==> config.mk <==
export PLATFORM = sky130hd
export DESIGN_NAME = ptrf_ctrl
export DESIGN_NICKNAME = d
export VERILOG_FILES = /design/src/sv/ptrf_pkg.sv /design/src/sv/ptrf_ctrl.sv
export SDC_FILE = /design/constraint.sdc
export NUM_CORES = 1
export LEC_CHECK = 0
export BUFFER_PORTS_ARGS = -buffer_cell sky130_fd_sc_hd__buf_2
export CORE_AREA = 5 5 42 44
export DETAILED_ROUTE_END_ITERATION = 10
export DIE_AREA = 0 0 47 49
export GPL_ROUTABILITY_DRIVEN = 0
export GPL_TIMING_DRIVEN = 0
export SLEW_MARGIN = 20
export SYNTH_ARGS = -nofsm -noshare
export SYNTH_HDL_FRONTEND = slang
export SYNTH_SLANG_ARGS = --single-unit
==> constraint.sdc <==
create_clock -name clk -period 1.75 [get_ports clk]
set_clock_uncertainty 0.05 [all_clocks]
set_input_delay 0.175 -clock clk [delete_from_list [all_inputs] [get_ports clk]]
set_output_delay 0.175 -clock clk [all_outputs]
set_load 0.05 [all_outputs]
==> src/sv/ptrf_pkg.sv <==
// ---------------------------------------------------------------------------
// ptrf_pkg
// Shared constants, types and the highlight table of the page-turn row fold.
// ---------------------------------------------------------------------------
package ptrf_pkg;

	// line store geometry: two banks of one row each, bank in the top address bit
	localparam int MAX_WIDTH   = 2048;
	localparam int BAND_WIDTH  = 24;
	localparam int COL_W       = $clog2(MAX_WIDTH);
	localparam int STORE_DEPTH = 2 * MAX_WIDTH;
	localparam int ADDR_W      = $clog2(STORE_DEPTH);
	localparam int PIX_W       = 24;

	// register widths
	localparam int FW_W   = 12;
	localparam int CUT_W  = 12;
	localparam int STEP_W = 23;
	localparam int CFG_W  = 23;

	// shade arithmetic, unsigned q0.24
	localparam int          SHADE_W    = 24;
	localparam int          DROP_W     = COL_W + STEP_W;
	localparam logic [23:0] SHADE_BASE = 24'd8724152;

	// register reset values
	localparam logic [FW_W-1:0]   FW_RESET   = 12'd640;
	localparam logic [CUT_W-1:0]  CUT_RESET  = 12'd2048;
	localparam logic [STEP_W-1:0] STEP_RESET = 23'd0;

	typedef enum logic [1:0] {
		CFG_FRAME_WIDTH = 2'd0,
		CFG_CUT_COLUMN  = 2'd1,
		CFG_SHADE_STEP  = 2'd2
	} cfg_index_t;

	typedef enum logic [1:0] {
		ST_IDLE,
		ST_ISSUE,
		ST_SHADE,
		ST_RESULT
	} ptrf_state_t;

	// controller to datapath
	typedef struct packed {
		logic latch;
		logic issue;
		logic shade;
		logic load;
	} ptrf_cmd_t;

	// datapath to controller
	typedef struct packed {
		logic in_range;
		logic prev_ready;
	} ptrf_stat_t;

	// floor(75*sin(i*pi/30)) over the highlight band
	function automatic logic [7:0] glow_value(input logic [4:0] idx);
		logic [7:0] v;
		unique case (idx)
			5'd0:  v = 8'd0;
			5'd1:  v = 8'd7;
			5'd2:  v = 8'd15;
			5'd3:  v = 8'd23;
			5'd4:  v = 8'd30;
			5'd5:  v = 8'd37;
			5'd6:  v = 8'd44;
			5'd7:  v = 8'd50;
			5'd8:  v = 8'd55;
			5'd9:  v = 8'd60;
			5'd10: v = 8'd64;
			5'd11: v = 8'd68;
			5'd12: v = 8'd71;
			5'd13: v = 8'd73;
			5'd14: v = 8'd74;
			5'd15: v = 8'd75;
			5'd16: v = 8'd74;
			5'd17: v = 8'd73;
			5'd18: v = 8'd71;
			5'd19: v = 8'd68;
			5'd20: v = 8'd64;
			5'd21: v = 8'd60;
			5'd22: v = 8'd55;
			5'd23: v = 8'd50;
			default: v = 8'd0;
		endcase
		return v;
	endfunction

endpackage

==> src/sv/ptrf_ctrl.sv <==
// ---------------------------------------------------------------------------
// ptrf_ctrl
// Sequencer of one pixel transaction: issue, shade, result, plus output valid.
// ---------------------------------------------------------------------------
module ptrf_ctrl import ptrf_pkg::*; (
	input  logic       clk,
	input  logic       arst_n,
	input  logic       in_valid,
	output logic       in_ready,
	output logic       out_valid,
	input  logic       out_ready,
	input  ptrf_stat_t stat,
	output ptrf_cmd_t  cmd
);

	ptrf_state_t state_q, state_d;
	logic        out_valid_q;

	// state register
	always_ff @(posedge clk or negedge arst_n) begin
		if (!arst_n) begin
			state_q <= ST_IDLE;
		end else begin
			state_q <= state_d;
		end
	end

	// next state and commands
	always_comb begin
		state_d   = state_q;
		in_ready  = 1'b0;
		cmd       = '0;
		unique case (state_q)
			ST_IDLE: begin
				in_ready  = 1'b1;
				cmd.latch = in_valid;
				if (in_valid) begin
					state_d = ST_ISSUE;
				end
			end
			ST_ISSUE: begin
				cmd.issue = 1'b1;
				if (stat.in_range && stat.prev_ready) begin
					state_d = ST_SHADE;
				end else begin
					state_d = ST_IDLE;
				end
			end
			ST_SHADE: begin
				cmd.shade = 1'b1;
				state_d   = ST_RESULT;
			end
			ST_RESULT: begin
				// wait for the output register to free up
				if (!out_valid_q || out_ready) begin
					cmd.load = 1'b1;
					state_d  = ST_IDLE;
				end
			end
			default: state_d = ST_IDLE;
		endcase
	end

	// output valid flag
	always_ff @(posedge clk or negedge arst_n) begin
		if (!arst_n) begin
			out_valid_q <= 1'b0;
		end else if (cmd.load) begin
			out_valid_q <= 1'b1;
		end else if (out_ready) begin
			out_valid_q <= 1'b0;
		end
	end

	assign out_valid = out_valid_q;

endmodule

Word level (Yosys, flattened, before mapping)

Cells that the tools add are included.
Widths: inputs -> output; s select.

Output and inout port bits: 6
Word-level logic and storage cells: 25
Register bits after elaboration: 3
Input bits: 6

Reductions and logical operators: 6
Equality and inequality tests: 5
Multiplexer cells: 12

Operator list:

| cell               | count |
|---|---|
| $mux 1             | 8 |
| $pmux 2 s4         | 1 |
| $mux 2             | 3 |
| $eq 2x2->1 const B | 2 |
| $ne 2x2->1 const B | 2 |
| $eq 2x1->1 const B | 1 |
| $logic_not 2->1    | 1 |
| $reduce_and 2->1   | 1 |
| $reduce_bool 2->1  | 1 |
| $logic_and 1x1->1  | 1 |
| $logic_not 1->1    | 1 |
| $logic_or 1x1->1   | 1 |

Logic depth before layout (Yosys ltp)

Gate-level depths: netlist (run 1).

Depth after elaboration: 5
Gate-level depth with buffers: 3
Mapped depth without buffers: 3

Least setup slack after synthesis (run 1)

No wires, ideal clock.

Path kind: flip-flop to output port
From: reg with a tool-made name
To: out cmd[3] (netlist name)
Buffers on the path: 0
Stages on the path, launching flop included: 2
Arrival: 1.531 ns
Required time: 1.525 ns
Setup slack: -0.006 ns
Cell sequence: dfrtp_1 nor3_1

RTL lines:

| what             | RTL line        | source |
|---|---|---|
| end: declaration | ptrf_ctrl.sv:13 | `output ptrf_cmd_t cmd` |

==> results of run 1 <==
==> worst max path at each step <==
stage                           startpoint      to  slack (ns)  cells after the start
floorplan            out_valid$_DFFE_PN0P_  cmd[0]        0.07                      2
global placement    state_q[0]$_DFFE_PN0P_  cmd[1]        0.61                      2
detailed placement  state_q[0]$_DFFE_PN0P_  cmd[1]        0.60                      2
CTS                 state_q[0]$_DFFE_PN0P_  cmd[1]        0.35                      2
global route        state_q[0]$_DFFE_PN0P_  cmd[0]        0.27                      3
finish              state_q[0]$_DFFE_PN0P_  cmd[1]        0.37                      2
==> kinds of logic after synthesis <==
kind of cell	after synthesis
AND/OR/NAND/NOR	9
flip-flops	3
AO/OA/AOI/OAI	3
buffers and inverters	2
==> synth_stat cells, drive strengths merged <==
cell type / count / area share [%]
nand2: 1 / 2.5
inv: 2 / 5.0
nand3: 1 / 3.3
nor2b: 1 / 5.8
dfrtp: 3 / 50
o21ai: 3 / 13
nor3: 1 / 3.3
and2b: 1 / 5.8
nor2: 3 / 7.5
nand2b: 1 / 4.2
==> per-stage QoR <==
stage	instances	util (%)	setup WS (ns)	hold WS [ns]	cell area, um2
5_1_grt	49	19.0	0.273	0.161	267
2_1_floorplan	17	-	0.0733	-0.171	155
4_1_cts	49	19.0	0.352	0.156	267
3_3_place_gp	44	16.4	0.610	-0.0777	230
3_5_place_dp	44	16.4	0.604	-0.0779	230
6_report	49	19.0	0.373	0.162	267
==> metal layers <==
metal	up-vias	global-route usage [%]
met2	9	5.88
met1	80	3.10
met5	-	0
li1	87	-
met3	2	1.11
met4	0	8.29
==> timing repair <==
item / CTS / global route
endpoints found under the setup margin: 0 / 0
hold buffers: 1 / 0
endpoints found under the hold margin: 3 / 0
==> critical path: cells and delay by family (launching register included) <==
kind | cells | cell delay [ns]
simple gates | 1 | 0.24
buf+inv | 1 | 0.25
flops | 1 | 0.44
==> final cells by class <==
class,count,area share (%)
Tap cell,16,7.51
Timing Repair Buffer,12,24.4
Inverter,2,2.82
Multi-Input combinational cell,12,27.2
Sequential cell,3,28.2
Clock buffer,4,9.86
==> results.md, run 1 <==
- Status: finished clean
- Post-CTS setup buffer count: 0
- Synth Area in Adders: 0%
- Met2 WL post-DR: 188 um
- Largest family of logic cells by synthesized area: simple AND/OR/NAND/NOR gates
- Root Buffer: clkbuf_4
- I/O pins: 12
- Clk pin slew, worst setup/hold paths: 0.03 ns
- Yosys reg bits: 3
- Seq. cell area: 75.1 um2
- Post-detailed-routing wire length: 376 um
- All-Layer GR Usage: 4.31%
- Max FO, Critical Path: 7
- YS warnings: 0
- H-tree lvl count: 1
- Hold WC Path Type: in -> reg
- Syn_area_per_cell: 8.83 um2
- Wirelength per Cell: 7.67 um
- Gr ovfl total: 0
- Multi-input logic area: 72.6 um2
- Number of diodes: 0
- Worst slew margin: 83.3%
- # resized after CTS: 0
- Final nets: 40
- Sum Neg Setup Slack: 0 ns
- CP Capture Type: output pin
- Horiz. Die Dim: 47 um
- Crit path required time: 1.52 ns
- Synth unique cells: 12
- Die area: 2300 um2
- Most common cell after layout, fill and taps aside: buf_2
- Cell Rows: 14
- Final critical-path share of the clock period: 78.7%
- Longest Clk Path Bufs: 2
- Reg2Reg Launch Point: state_q[0]$_DFFE_PN0P_
- Top layer in use: met4
- Critical path class: reg -> out
- Post-synthesis mux area share: 0%
- Post-Synth Simple-Gate Area: 32.5%
- Hold path cells: 3
- Via Count: 178
- WP data arrival: 1.15 ns
- Clk_lat worst skew: 0.23 ns
- FF-to-FF setup slack: 0.84 ns
- Startpoint types: register
- Fillers: 166
- Largest net degree at the start of global routing: 8
- Initial Utilization: 10.7%
- Slowest cell on the critical path: dfrtp_1
- Vias in the first global route: 182
- DRT Pass-1 Iters: 1
- Commonest non-fill, non-tap cells in the layout: 11 x buf_2, 3 x nor2_1, 3 x dfrtp_1, 3 x clkbuf_4, 2 x o21ai_1
- Total CTS buffers: 3
- Post-synthesis sequential area ratio: 50.0%
- Gate Count Post-Synth: 17
- DR iter-0 viols: 0
- Fin. max-slew vios: 0
- RR Endpoint: state_q[0]$_DFFE_PN0P_
- Xor and xnor area share after synthesis: 0%
- Ratio of cells with drive above 1 in the final layout: 57.6%
- Clock sinks: 3
- Worst-path cell chain: and2b_2, buf_2
- DR vias/cell: 3.63
- HP Start: stat[1]
- Area delta synth->final: 77.5%
- Hold Fails Final Rpt: 0
- First-pass GRT wire length: 627 um
- Complex-gate fraction of the synthesized area: 12.5%
- Fmax: 0.726 GHz
- Final Setup Violations: 0
- Antenna-violating nets left: 0
- Max cap viols: 0
- Met3 Wirelength: 48 um
- Initial antenna violation count: 0
- Final worst path period need: 1.38 ns
- DRT met1 WL: 118 um
- DRC viols: 0
- Syn Std Cell Area: 150 um2
- Die Y: 49 um
- Slew @ Worst Pin: 0.252 ns
- Worst path max stage delay: 0.44 ns
- Core footprint: 1400 um2
- DP HPWL: 305 um
- R2R cell count: 3
- CTS tree: done
- RSZ-0062 raised after global routing: no
- I/O Buffers: 11
- Syn_nets: 23
Power of run 1 is left out: the tool's default activity adds up to more than one toggle a clock period on the data nets, which glitch-free logic cannot reach.
==> run 2: changes to the inputs <==
Clock period 1.75 ns to 1.4 ns, I/O delays scaled along.
==> run 2 against run 1 <==
Net effect: wire length increased by 17%; die area unchanged; core utilization increased by 1.1 points; flip-flop and latch count unchanged; highest routed layer unchanged.
==> results.md, run 2 (synthesis gave the netlist of run 1 again) <==
- Status: finished clean
- Sum Neg Setup Slack: 0 ns (unchanged)
- Fin. max-slew vios: 0 (unchanged)
- WP data arrival: 1.14 ns (about the same)
- RSZ-0062 raised after global routing: no
- Post-CTS setup buffer count: 0 (unchanged)
- R2R cell count: 3 (unchanged)
- Top layer in use: met4
- Final Setup Violations: 0 (unchanged)
- Met2 WL post-DR: 244 um (+30%)
- DRT Pass-1 Iters: 1 (unchanged)
- Wirelength per Cell: 8.96 um (+17%)
- Die area: 2300 um2 (unchanged)
- First-pass GRT wire length: 772 um (+23%)
- Gr ovfl total: 0 (unchanged)
- Critical path class: reg -> out
- Antenna-violating nets left: 0 (unchanged)
- CP Capture Type: output pin
- Fmax: 0.749 GHz
- Total CTS buffers: 3 (unchanged)
- Final nets: 40 (unchanged)
- Clock sinks: 3 (unchanged)
- Clk pin slew, worst setup/hold paths: 0.04 ns (about the same)
- Worst slew margin: 83.4% (+0.15 points)
- Met3 Wirelength: 33 um (-31%)
- H-tree lvl count: 1 (unchanged)
- Max FO, Critical Path: 7 (unchanged)
- DRT met1 WL: 149 um (+26%)
- Cell Rows: 14 (unchanged)
- Setup crit end: cmd[1]
- DRC viols: 0 (unchanged)
- All-Layer GR Usage: 5.27% (+0.97 points)
- Horiz. Die Dim: 47 um (unchanged)
- Most common cell after layout, fill and taps aside: buf_2
- FF-to-FF setup slack: 0.48 ns (-0.36 ns)
- Hold WC Path Type: in -> reg
- I/O pins: 12 (unchanged)
- Max cap viols: 0 (unchanged)
- Largest net degree at the start of global routing: 8 (unchanged)
- Initial Utilization: 10.7% (unchanged)
- I/O Buffers: 11 (unchanged)
- Initial antenna violation count: 0 (unchanged)
- Vias in the first global route: 207 (+14%)
- CTS tree: done
- Via Count: 169 (-5.1%)
- Commonest non-fill, non-tap cells in the layout: 9 x buf_2, 4 x clkbuf_4, 2 x nor2_1, 2 x o21ai_1, 2 x dfrtp_2
- Slew @ Worst Pin: 0.250 ns (-0.00223 ns)
- Hold Fails Final Rpt: 0 (unchanged)
- Origin of the worst setup path: state_q[0]$_DFFE_PN0P_
- Number of diodes: 0 (unchanged)
- Startpoint types: register
- Root Buffer: clkbuf_4
- Final worst path period need: 1.33 ns
- Die Y: 49 um (unchanged)
- Longest Clk Path Bufs: 2 (unchanged)
- Ratio of cells with drive above 1 in the final layout: 66.7% (+9.1 points)
- Crit path required time: 1.21 ns (-0.31 ns)
- DR vias/cell: 3.45 (-5.1%)
- Reg2Reg Launch Point: out_valid$_DFFE_PN0P_
- Area delta synth->final: 87.5%
- Final critical-path share of the clock period: 95.3%
- Post-detailed-routing wire length: 439 um (+17%)
- DP HPWL: 362 um (+19%)
- DR iter-0 viols: 0 (unchanged)
- Clk_lat worst skew: 0.23 ns (about the same)
- Core footprint: 1400 um2 (unchanged)
## run 2: worst min path at each step
stage / from / endpoint / slack [ns] / depth (start not counted)
after floorplan: arst_n / async pin / -0.21 / 0
after global placement: arst_n / out_valid$_DFFE_PN0P_ / -0.11 / 1
after detailed placement: arst_n / out_valid$_DFFE_PN0P_ / -0.11 / 1
after CTS: in_valid / state_q[0]$_DFFE_PN0P_ / 0.11 / 3
after global routing: in_valid / state_q[0]$_DFFE_PN0P_ / 0.13 / 3
final: in_valid / state_q[0]$_DFFE_PN0P_ / 0.12 / 3
## run 2: final cells by class
class	count	area, um2
tap	16	20.0
multi-input combinational	12	80.1
fill	171	1120
inverter	2	7.51
clock buffer	4	26.3
sequential	3	77.6
timing repair buffer	12	70.1
## run 2: per-stage QoR
step	cells	area [um2]	hold slack (ns)	util, %	setup slack [ns]
after global placement	44	238	-0.113	17.0	0.254
final	49	282	0.122	20.1	0.0652
after CTS	49	277	0.115	19.7	0.0219
after global routing	49	282	0.127	20.1	0.0113
after detailed placement	44	238	-0.110	17.0	0.247
after floorplan	17	163	-0.206	-	0.0821
## run 2: per-layer routing
layer	up-vias	track usage [%]
li1	86	-
met1	73	4.38
met2	8	7.69
met3	2	1.11
met4	0	8.29
met5	-	0
## run 2: worst max-delay path: stages, from the launching register on
cell and delay (ns):
dfrtp_2 0.44, and2b_2 0.22, buf_2 0.25
## run 2: repair_timing
item,CTS,global route
endpoints found under the setup margin,1,4
resized for setup,1,3
endpoints found under the hold margin,3,0
hold buffers,1,0
gates cloned,0,0
Power of run 2 is left out for the same reason.
==> run 3: changes to the inputs <==
--- a/config.mk
+++ b/config.mk
@@ -13,2 +13,3 @@
 export GPL_TIMING_DRIVEN = 0
+export RECOVER_POWER = 25
 export SLEW_MARGIN = 20
==> constraint.sdc (replaced) <==
create_clock -name clk -period 1.38 [get_ports clk]
set_clock_uncertainty 0.05 [all_clocks]
set_input_delay 0.276 -clock clk [delete_from_list [all_inputs] [get_ports clk]]
set_output_delay 0.276 -clock clk [all_outputs]
set_load 0.05 [all_outputs]
==> run 3 against run 2 <==
Net effect: the run now ends with negative setup slack left; via count increased by 7.7%; die area unchanged; count of clock-buffer cells in the layout unchanged; sequential share of layout area decreased by 3.8 points; critical path depth unchanged; global-route usage decreased by 0.34 points; cell count increased by 4.1%; core utilization increased by 3.6 points; register-to-register slack got worse by 0.05 ns; first-iteration DRC count increased by 1; largest cell class is now non-clock buffers; setup slack got worse by 0.080 ns; worst hold slack improved by 0.15 ns.
==> results.md, run 3 (synthesis gave the netlist of run 1 again) <==
- Util after Layout: 23.7% (+3.6 points)
- I/O pins: 12 (unchanged)
- Die Y: 49 um (unchanged)
- Max FO, Critical Path: 6 (-1)
- Ratio of cells with drive above 1 in the final layout: 71.4% (+4.8 points)
- Die area: 2300 um2 (unchanged)
- Initial antenna violation count: 0 (unchanged)
- H-tree lvl count: 1 (unchanged)
- Failing checks: negative setup slack
- Number of diodes: 0 (unchanged)
- Post-Place Setup Slack: 0.0662 ns (-0.181 ns)
- Fin. max-slew vios: 0 (unchanged)
- Final worst path period need: 1.39 ns
- Largest net degree at the start of global routing: 8 (unchanged)
- RSZ-0062 raised after global routing: yes
- Clk pin slew, worst setup/hold paths: 0.04 ns (about the same)
- CTS tree: done
- Via Count: 182 (+7.7%)
- Commonest non-fill, non-tap cells in the layout: 5 x buf_2, 3 x dfrtp_2, 3 x clkbuf_4, 3 x buf_4, 3 x buf_6
- Post-route cell area: 332 um2 (+18%)
- Area post-placement: 239 um2 (+0.53%)
- Startpoint types: register
- DR iter-0 viols: 1 (+1)
- Slew @ Worst Pin: 0.248 ns (-0.00254 ns)
- Area delta synth->final: 121%
- Wirelength per Cell: 9.10 um (+1.5%)
- DP HPWL: 364 um (+0.66%)
- Hold WC Path Type: in -> reg
- Root Buffer: clkbuf_4
- Total CTS buffers: 3 (unchanged)
- Crit path required time: 1.05 ns (-0.16 ns)
- Clk_lat worst skew: 0.23 ns (about the same)
- Gr ovfl total: 0 (unchanged)
- Initial Utilization: 10.7% (unchanged)
- Most common cell after layout, fill and taps aside: buf_2
- I/O Buffers: 11 (unchanged)
- Final critical-path share of the clock period: 101%
- First-pass GRT wire length: 759 um (-1.7%)
- Antenna-violating nets left: 0 (unchanged)
- WP data arrival: 1.07 ns (-0.07 ns)
- Cell Rows: 14 (unchanged)
- DRC viols: 0 (unchanged)
- Core footprint: 1400 um2 (unchanged)
- Fmax: 0.717 GHz
- Worst hold slack: 0.273 ns (+0.150 ns)
- All-Layer GR Usage: 4.93% (-0.34 points)
- Post-detailed-routing wire length: 464 um (+5.7%)
- Status: finished, violations left
- DR vias/cell: 3.57 (+3.5%)
- CP Capture Type: output pin
- Clock sinks: 3 (unchanged)
- Fin worst setup slack: -0.0148 ns (-0.0800 ns)
- Hold Fails Final Rpt: 0 (unchanged)
- Horiz. Die Dim: 47 um (unchanged)
- Critical path class: reg -> out
- Longest Clk Path Bufs: 2 (unchanged)
- Max cap viols: 0 (unchanged)
- Worst slew margin: 83.6% (+0.17 points)
- DRT Pass-1 Iters: 2 (+1)
- Vias in the first global route: 198 (-4.3%)
- Final Setup Violations: 1 (+1)
- Final nets: 42 (+5.0%)
[run 3: changes by cell type in the layout (fill, tap and decap cells not counted), sizes merged]
cell  change
buf       +2
[run 3: metrics by stage]
stage	TNS, ns	cells
after floorplan	-0.191	17
after global placement	0	44
after detailed placement	0	44
after CTS	-0.0250	50
after global routing	-0.195	51
final	-0.0148	51
[run 3: final timing paths]
kind / cells after the start / to / startpoint / slack [ns]
max reg2reg: 3 / register / out_valid$_DFFE_PN0P_ / 0.43
max in group asynchronous: 2 / async pin / arst_n / 0.76
max: 2 / cmd[1] / state_q[0]$_DFFE_PN0P_ / -0.01
min in group asynchronous: 2 / state_q[0]$_DFFE_PN0P_ / arst_n / 0.34
min: 3 / register / stat[1] / 0.27
min reg2reg: 1 / register / register / 0.53
[run 3: layout make-up]
type,instances,area (um2)
multi-input combinational,12,88.8
clock buffer,4,26.3
inverter,2,7.51
fill,165,1070
timing repair buffer,14,110
sequential,3,78.8
tap,16,20.0
[run 3: what timing repair did]
| action | 4_1_cts | 5_1_grt |
|---|---|---|
| setup buffers | 1 | 1 |
| hold endpoints to repair | 3 | 0 |
| setup endpoints to repair | 5 | 5 |
| hold buffers | 1 | 0 |
| gates resized for setup | 9 | 6 |
| pin swaps | 1 | 1 |
[run 3: metal layers]
| metal | up-vias | GRT usage (%) | share of wire [%] |
|---|---|---|---|
| met4 | 0 | 5.53 | 0 |
| met2 | 7 | 8.37 | 59 |
| li1 | 91 | - | - |
| met3 | 0 | 1.11 | 8.0 |
| met1 | 84 | 3.96 | 33 |
| met5 | - | 0 | 0 |
[run 3: critical path, cell delays in order (launching register included)]
cell,delay (ns)
dfrtp_2,0.45
and2b_2,0.23
buf_6,0.15
Power of run 3 is left out for the same reason.
